$ cat config.mk
export PLATFORM = sky130hd
export DESIGN_NAME = rel_ctrl
export DESIGN_NICKNAME = d
export VERILOG_FILES = /design/src/rtl/rel_pkg.sv /design/src/rtl/rel_ctrl.sv
export SDC_FILE = /design/constraint.sdc
export NUM_CORES = 1
export LEC_CHECK = 0
export ABC_AREA = 1
export BUFFER_PORTS_ARGS = -buffer_cell sky130_fd_sc_hd__buf_2
export CORE_ASPECT_RATIO = 1.2
export CORE_MARGIN = 10
export CORE_UTILIZATION = 30
export CTS_CLUSTER_DIAMETER = 40
export DETAILED_ROUTE_END_ITERATION = 10
export PLACE_DENSITY = 0.62
export SETUP_SLACK_MARGIN = 0.15
export SYNTH_ARGS = -nofsm -noshare
export SYNTH_HDL_FRONTEND = slang
export SYNTH_SLANG_ARGS = --single-unit
$ cat constraint.sdc
create_clock -name clk -period 1.75 [get_ports clk]
set_input_delay 0.0875 -clock clk [delete_from_list [all_inputs] [get_ports clk]]
set_output_delay 0.0875 -clock clk [all_outputs]
set_load 0.01 [all_outputs]
$ cat src/rtl/rel_pkg.sv
// Shared types, widths and codes of the repulsive embedding loss block.
package rel_pkg;

	localparam int MAX_MASKS_DEF = 16;
	localparam int EMBED_DIM_DEF = 16;

	localparam int MASK_COUNT_W = 5;
	localparam int INV_W        = 17;
	localparam int CFG_W        = 17;
	localparam int VALUE_W      = 16;
	localparam int SQ_W         = 32;
	localparam int SUM_W        = 44;
	localparam int SUM_HALF_W   = 22;
	localparam int PROD_W       = SUM_HALF_W + INV_W;
	localparam int LOSS_W       = 40;

	localparam logic ACT_LOAD  = 1'b0;
	localparam logic ACT_PIXEL = 1'b1;

	localparam logic REG_MASK_COUNT     = 1'b0;
	localparam logic REG_INVERSE_OTHERS = 1'b1;

	localparam logic [MASK_COUNT_W-1:0] MASK_COUNT_RST = 5'd2;
	localparam logic [INV_W-1:0]        INVERSE_RST    = 17'd65536;

	typedef enum logic [2:0] {
		ST_IDLE,
		ST_WALK,
		ST_DRAIN1,
		ST_DRAIN2,
		ST_MUL_LO,
		ST_MUL_HI,
		ST_EMIT
	} rel_state_t;

	typedef struct packed {
		logic wr;
		logic capture;
		logic rd;
		logic step;
		logic mul_lo;
		logic mul_hi;
		logic emit;
	} rel_cmd_t;

endpackage

$ cat src/rtl/rel_ctrl.sv
// Controller: sequences loads, the walk over other masks, and the final scaling.
module rel_ctrl
	import rel_pkg::*;
#(
	parameter int MAX_MASKS = MAX_MASKS_DEF,
	parameter int EMBED_DIM = EMBED_DIM_DEF
) (
	input  logic                    clk,
	input  logic                    arst_n,
	input  logic                    in_valid,
	output logic                    in_ready,
	input  logic                    action,
	input  logic [3:0]              mask_index,
	input  logic [3:0]              component,
	input  logic                    last,
	input  logic [MASK_COUNT_W-1:0] mask_count,
	input  logic                    out_free,
	output rel_cmd_t                cmd
);

	localparam int CNT_W = $clog2(MAX_MASKS + 1);
	localparam int CMP_W = (CNT_W > MASK_COUNT_W) ? CNT_W : MASK_COUNT_W;
	localparam logic [CMP_W-1:0] MAXM = CMP_W'(MAX_MASKS);

	rel_state_t       state_q, state_d;
	logic [CNT_W-1:0] j_q;
	logic [3:0]       owner_q;
	logic             last_q;

	logic [CMP_W-1:0] mc_ext, active_w;
	logic             last_j, skip, comp_ok, mask_ok, accept;

	assign mc_ext   = CMP_W'(mask_count);
	assign active_w = (mc_ext > MAXM) ? MAXM : mc_ext;
	assign last_j   = (CMP_W'(j_q) + CMP_W'(1)) == active_w;
	assign skip     = CMP_W'(j_q) == CMP_W'(owner_q);
	assign comp_ok  = 9'(component) < 9'(EMBED_DIM);
	assign mask_ok  = 9'(mask_index) < 9'(MAX_MASKS);
	assign accept   = in_valid && in_ready;

	always_ff @(posedge clk or negedge arst_n) begin
		if (!arst_n) begin
			state_q <= ST_IDLE;
			j_q     <= '0;
			owner_q <= '0;
			last_q  <= 1'b0;
		end else begin
			state_q <= state_d;
			if (accept && action == ACT_PIXEL) begin
				owner_q <= mask_index;
				last_q  <= last;
				j_q     <= '0;
			end else if (state_q == ST_WALK) begin
				j_q <= j_q + CNT_W'(1);
			end
		end
	end

	always_comb begin
		state_d = state_q;
		case (state_q)
			ST_IDLE: begin
				if (accept && action == ACT_PIXEL) begin
					if (comp_ok && active_w != '0)
						state_d = ST_WALK;
					else if (last)
						state_d = ST_MUL_LO;
				end
			end
			ST_WALK: begin
				if (last_j)
					state_d = ST_DRAIN1;
			end
			ST_DRAIN1: state_d = ST_DRAIN2;
			ST_DRAIN2: state_d = last_q ? ST_MUL_LO : ST_IDLE;
			ST_MUL_LO: state_d = ST_MUL_HI;
			ST_MUL_HI: state_d = ST_EMIT;
			ST_EMIT: begin
				if (out_free)
					state_d = ST_IDLE;
			end
			default: state_d = ST_IDLE;
		endcase
	end

	always_comb begin
		in_ready = 1'b0;
		cmd      = '0;
		case (state_q)
			ST_IDLE: begin
				in_ready    = 1'b1;
				cmd.wr      = in_valid && action == ACT_LOAD && comp_ok && mask_ok;
				cmd.capture = in_valid && action == ACT_PIXEL;
			end
			ST_WALK: begin
				// The owning mask is stepped over but issues no read.
				cmd.rd   = !skip;
				cmd.step = 1'b1;
			end
			ST_MUL_LO: cmd.mul_lo = 1'b1;
			ST_MUL_HI: cmd.mul_hi = 1'b1;
			ST_EMIT:   cmd.emit   = out_free;
			default: ;
		endcase
	end

endmodule

==> key figures, run 1 <==
Run status
  – Outcome: complete, no violations

Yosys
  – Number of synthesized register bits: 13
  – Compound-Gate Fraction of Synth Area: 0.146
  – Synth warn: 0
  – Mapped Cells: ~130
  – Ys async rst share: 1.00
  – Mean Syn Cell Area: 7.68 sq um
  – Synth cell types: 30
  – Mux share of post-synthesis cell area: 0
  – Post-synthesis sequential area ratio: 0.331
  – Predominant post-synthesis flop cell: dfrtp_1
  – Largest family of logic cells by synthesized area: simple AND/OR/NAND/NOR gates
  – EDFF count, synth: 0
  – Post-synthesis xor/xnor area fraction: 0.00891
  – Simple-gate share of the synthesized area: 0.392
  – Mapped Area: 983 sq um
  – Syn nets: 148
  – Synth Area in Adders: 0.0127

Place
  – IO Port Bufs: 22
  – Post-DP HPWL: 1.82 mm
  – Placed Cells: between 150 and 200
  – GPL Wtd Cong: 0.847

Min path
  – Hold wc startpoint: mask_index[1]
  – Hold Path Stages: 3
  – Worst Hold Class: input pin to flip-flop

Global route
  – Vias in the first global route: 943
  – First-pass GRT wire length: 3.83 mm
  – Initial antenna violation count: 0
  – GRT Util Overall: 0.0768
  – Final global-route overflow total: 0
  – Largest net degree at the start of global routing: 14

Floorplanning
  – # IOs: 27
  – Die Ht: just over 80 um
  – Initial Utilization: 0.316
  – Die width: 72.3 um
  – Core Area: 3110 sq um
  – Die area: around 6000 sq um
  – Rows: 22

Layout
  – Nets@finish: 189
  – Most frequent cells in the layout: nand2_1, buf_2, inv_1, nand3_1, buf_4
  – Post-Layout Cell Count: 204
  – P&R area growth vs syn: 29.6%
  – Proportion of layout cells with a drive suffix above 1: 0.435
  – N_diodes: 0
  – Most common cell after layout, fill and taps aside: nand2_1

Setup path
  – Slowest CP cell: dfrtp_2
  – Endpoint class of the critical path: output port
  – Reg2reg path depth: 9
  – Arrival @ worst endpoint: 1.45 ns
  – Worst Setup Start Kind: flip-flop
  – Worst path cell trace: inv_4, nand2_4, nor2_8, inv_2, a31oi_1, buf_2
  – Worst r2r src: j_q[1]
  – R2R Setup Slk: 0.26 ns
  – Crit Path Class: flip-flop to output port
  – Worst Path Max Fanout: 5
  – CP startpoint: state_q[1]
  – Worst Path Required: 1.66 ns
  – Max incr delay on CP: 0.45 ns

Power
  – PwrDens: 1770 nW/um^2
  – VDD IR max: ~0.84 mV
  – Leakage Power: 0.687 nW

Routing
  – Mean number of vias per cell: 4.71
  – Number of DRC markers in iteration 0: 39
  – DR WL/cell: 11.4 um
  – Number of remaining DRC errors: 0
  – Final ANT Viol Nets: 0
  – Vias: 961
  – Pre-Repair DR Iteration Count: 4
  – Total Wirelength: 2.32 mm

STA
  – Setup-failing EPs final: 0
  – Post-route setup TNS: 0 ns
  – Skew final: 0.00668 ns
  – Fin crit share: 0.879
  – Unrepaired setup endpoints after global routing: yes
  – Max frequency: ~650 MHz
  – Fin. Hold Viols: 0
  – Period minus WS final: 1.54 ns
  – Max-slew violations: 0
  – Worst slew margin: 0.777
  – Worst-Margin Slew: 0.335 ns
  – Hold WS: 0.0112 ns

Clocking
  – Cts bufs inserted: 3
  – # H-tree levels: 1
  – Clock transition at the registers of the reported paths: 0.09 ns
  – Skew-Pair Late Insertion Delay: 0.28 ns
  – Clk Tree Root Cell: clkbuf_4
  – Clock Path Buffers: 2
  – CTS sink cnt: 13
  – CTS tree: yes

Run
  – Maxcap violations: 0
==> synthesized netlist by cell type (2+ instances only) <==
cell type	instances	area [sq um]
o22ai_1	2	12.5
o21ai_0	2	10.0
nand2_1	31	116
nor2_4	2	22.5
nor2_1	7	26.3
nand2_2	3	18.8
nand3_1	14	70.1
nand3_2	2	20.0
nand2_4	3	33.8
inv_2	6	22.5
inv_4	2	12.5
dfrtp_1	13	325
o22ai_2	2	25.0
a21oi_2	2	17.5
inv_1	15	56.3
nor2_8	2	40.0
o21ai_2	5	43.8
nand4_1	3	18.8
==> metal layers <==
layer / global-route usage / vias up / wire [um]
met5: 0 / - / 0
met4: 0.0349 / 0 / 27
met3: 0.0191 / 2 / 117
met2: 0.137 / 24 / 1190
met1: 0.0841 / 440 / 991
li1: - / 495 / -
==> logic make-up (layout without fill, tap and decap cells) <==
group	count (synthesis)	in the layout
flip-flops	13	13
XOR/XNOR	1	1
adder cells (fa/ha/maj)	1	1
AND/OR/NAND/NOR	70	70
AO/OA/AOI/OAI	18	18
buffers and inverters	25	65
==> where the power goes <==
part	switching, mW	leakage, nW	internal (mW)
clock network	0.104	0.0150	0.0883
registers	0.159	0.157	0.447
logic	0.787	0.514	0.668
total	1.05	0.687	1.20
==> final cells by class <==
cell class,count,area [sq um]
inverter,24,100
fill,319,1840
timing repair buffer,37,225
tap,36,45.0
sequential,13,328
clock buffer,4,26.3
multi-input combinational,90,551
==> timing repair <==
item | 4_1_cts | 5_1_grt
gates resized for setup | 2 | 1
gates cloned | 0 | 0
endpoints found under the hold margin | 13 | 0
buffers inserted | 0 | 13
hold buffers | 1 | 0
pin swaps | 0 | 4
endpoints found under the setup margin | 1 | 5
==> critical path: cells and delay by family (launching register included) <==
| family | cells | cell delay [ns] |
|---|---|---|
| flops | 1 | 0.45 |
| buf+inv | 3 | 0.34 |
| simple gates | 2 | 0.22 |
| compound gates | 1 | 0.16 |
==> stage by stage <==
stage,instance area [sq um],setup slack [ns],util,total power [mW]
2_1_floorplan,983,0.365,-,1.57
3_3_place_gp,1140,0.263,0.366,1.80
3_5_place_dp,1140,0.242,0.366,1.83
4_1_cts,1180,0.167,0.378,2.04
5_1_grt,1270,0.123,0.410,2.47
6_report,1270,0.211,0.410,2.25
==> flip-flops by register name, indices dropped and copies added, names as in the netlist <==
| signal | flops |
|---|---|
| owner_q | 4 |
| last_q | 1 |
| j_q | 5 |
| state_q | 3 |
==> path summary, 6_finish.rpt <==
| kind | to |
|---|---|
| min in group asynchronous | j_q[0] |
| max | cmd[4] |
| min reg2reg | last_q |
| max in group asynchronous | state_q[1] |
| min | owner_q[1] |
| max reg2reg | state_q[1] |
(Power assumes the default switching activity.)
==> run 2: changes to the inputs <==
--- a/config.mk
+++ b/config.mk
@@ -14,2 +14,3 @@
 export DETAILED_ROUTE_END_ITERATION = 10
+export MAX_ROUTING_LAYER = met4
 export PLACE_DENSITY = 0.62
--- a/constraint.sdc
+++ b/constraint.sdc
@@ -3,2 +3,2 @@
 set_output_delay 0.0875 -clock clk [all_outputs]
-set_load 0.01 [all_outputs]
+set_load 0.005 [all_outputs]
==> run 2 against run 1 <==
  * Setup slack improved by 0.015 ns
  * Total power fell by 1.1%
  * Sequential cell count did not move
  * Clock skew barely moved
  * Combinational power barely moved
  * Global-route usage rose by 0.23 points
  * Critical path depth did not move
  * Highest routed layer unchanged
  * First-iteration DRC count fell by 18%
  * Die area did not move
  * Register-to-register slack barely moved
==> key figures, run 2 (synthesized netlist as in run 1, its figures left out) <==
Layout
  – P&R area growth vs syn: 29.6% (unchanged)
  – Most common cell after layout, fill and taps aside: nand2_1
  – N_diodes: 0 (unchanged)
  – Proportion of layout cells with a drive suffix above 1: 0.435 (unchanged)
  – Largest register by flop count: j_q
  – Nets@finish: 189 (unchanged)
  – Most frequent cells in the layout: nand2_1, buf_2, inv_1, nand3_1, buf_4
  – Max reg flops: 5 (unchanged)
  – Biggest regs: j_q: 5 flops, owner_q: 4 flops, state_q: 3 flops

Setup path
  – Crit path to: cmd[4]
  – Worst Path Max Fanout: 5 (unchanged)
  – Worst r2r src: j_q[1]
  – Worst Setup Start Kind: flip-flop
  – Crit Path Class: flip-flop to output port
  – Arrival @ worst endpoint: 1.44 ns (about the same)
  – Worst Path Required: 1.66 ns (about the same)
  – Reg2reg path depth: 9 (unchanged)
  – Endpoint class of the critical path: output port
  – CP startpoint: state_q[1]
  – RR Endpoint: state_q[1]
  – R2R Setup Slk: 0.27 ns (about the same)

Routing
  – Mean number of vias per cell: 4.71 (-0.10%)
  – Vias: 960 (-0.10%)
  – DR WL/cell: 11.3 um (-0.39%)
  – Number of remaining DRC errors: 0 (unchanged)
  – Number of DRC markers in iteration 0: 32 (-18%)
  – Total Wirelength: 2.32 mm (-0.39%)
  – Final ANT Viol Nets: 0 (unchanged)
  – Pre-Repair DR Iteration Count: 4 (unchanged)

Floorplanning
  – Initial Utilization: 0.316 (unchanged)
  – Die Ht: 82.7 um (unchanged)
  – Die width: 72.3 um (unchanged)
  – Core Area: 3110 sq um (unchanged)
  – Die area: 5980 sq um (unchanged)
  – # IOs: 27 (unchanged)
  – Rows: 22 (unchanged)

Clocking
  – Clock Path Buffers: 2 (unchanged)
  – CTS tree: yes
  – Skew-Pair Late Insertion Delay: 0.28 ns (about the same)
  – CTS sink cnt: 13 (unchanged)
  – Clk Tree Root Cell: clkbuf_4
  – # H-tree levels: 1 (unchanged)
  – Cts bufs inserted: 3 (unchanged)
  – Clock transition at the registers of the reported paths: 0.09 ns (about the same)

Power
  – Leakage Power: 0.687 nW (unchanged)
  – PwrDens: 1750 nW/um^2 (-1.1%)
  – VDD IR max: 0.828 mV (-1.0%)

STA
  – Max-slew violations: 0 (unchanged)
  – Post-route setup TNS: 0 ns (unchanged)
  – Hold WS: 0.0166 ns (+0.00540 ns)
  – Worst-Margin Slew: 0.335 ns (+0.0000592 ns)
  – Period minus WS final: 1.52 ns (-0.0151 ns)
  – Setup-failing EPs final: 0 (unchanged)
  – Worst slew margin: 0.777 (about the same)
  – Fin. Hold Viols: 0 (unchanged)
  – Fin crit share: 0.871 (-0.00863)
  – Skew final: 0.00627 ns (-0.000411 ns)
  – Unrepaired setup endpoints after global routing: no
  – Max frequency: 656 MHz (+0.99%)

Global route
  – Final global-route overflow total: 0 (unchanged)
  – Initial antenna violation count: 0 (unchanged)
  – Vias in the first global route: 944 (+0.11%)
  – First-pass GRT wire length: 3.83 mm (unchanged)
  – GRT Util Overall: 0.0790 (+0.00228)
  – Largest net degree at the start of global routing: 14 (unchanged)

Run status
  – Outcome: complete, no violations

Min path
  – Worst Hold Class: input pin to flip-flop

Run
  – Maxcap violations: 0 (unchanged)

Place
  – IO Port Bufs: 22 (unchanged)
  – GPL Wtd Cong: 0.860 (+1.6%)
  – Post-DP HPWL: 1.82 mm (unchanged)
==> run 2: area by class of cell <==
type | instances | area, sq um
well taps | 36 | 45.0
multi-input cells | 90 | 551
clock buffers | 4 | 26.3
fillers | 319 | 1840
flip-flops and latches | 13 | 328
inverters | 24 | 100
repair buffers | 37 | 225
==> run 2: timing repair <==
item,in CTS,in global routing
buffers inserted,0,13
pin swaps,0,4
hold endpoints to repair,13,0
hold buffers,1,0
endpoints found under the setup margin,1,5
resized for setup,1,2
cloned,0,0
==> run 2: per-layer routing <==
metal / global-route usage / vias up / part of all wire
met3: 0.0167 / 2 / 0.047
met2: 0.137 / 29 / 0.51
li1: - / 495 / -
met4: 0.0349 / 0 / 0.013
met1: 0.0855 / 434 / 0.43
met5: - / - / 0
==> run 2: metrics by stage <==
| step | cells | util | setup slack, ns | total power, mW | instance area, sq um |
|---|---|---|---|---|---|
| floorplan | 128 | - | 0.365 | 1.55 | 983 |
| global placement | 186 | 0.366 | 0.263 | 1.78 | 1140 |
| detailed placement | 186 | 0.366 | 0.242 | 1.81 | 1140 |
| CTS | 191 | 0.378 | 0.166 | 2.02 | 1170 |
| global route | 204 | 0.410 | 0.142 | 2.44 | 1270 |
| finish | 204 | 0.410 | 0.226 | 2.23 | 1270 |
==> run 2: where the power goes <==
group          switching [mW]  internal (mW)  total (mW)
logic                   0.765          0.667        1.43
registers               0.159          0.447       0.606
clock network           0.103         0.0883       0.191
total                    1.03           1.20        2.23
==> run 2: critical path, cell delays in order, from the launching register on <==
cell,delay (ns)
dfrtp_2,0.45
inv_4,0.09
nand2_4,0.07
nor2_8,0.15
inv_2,0.09
a31oi_1,0.16
buf_2,0.15
==> run 2: worst min-delay path by stage <==
stage,cells after the start,start,to,slack [ns]
after floorplan,0,arst_n,j_q[0],-0.21
after global placement,1,arst_n,j_q[2],-0.01
after detailed placement,1,arst_n,j_q[0],-0.008
after CTS,3,mask_index[2],owner_q[2],0.008
after global routing,3,mask_index[3],owner_q[3],0.03
final,3,mask_index[0],owner_q[0],0.02
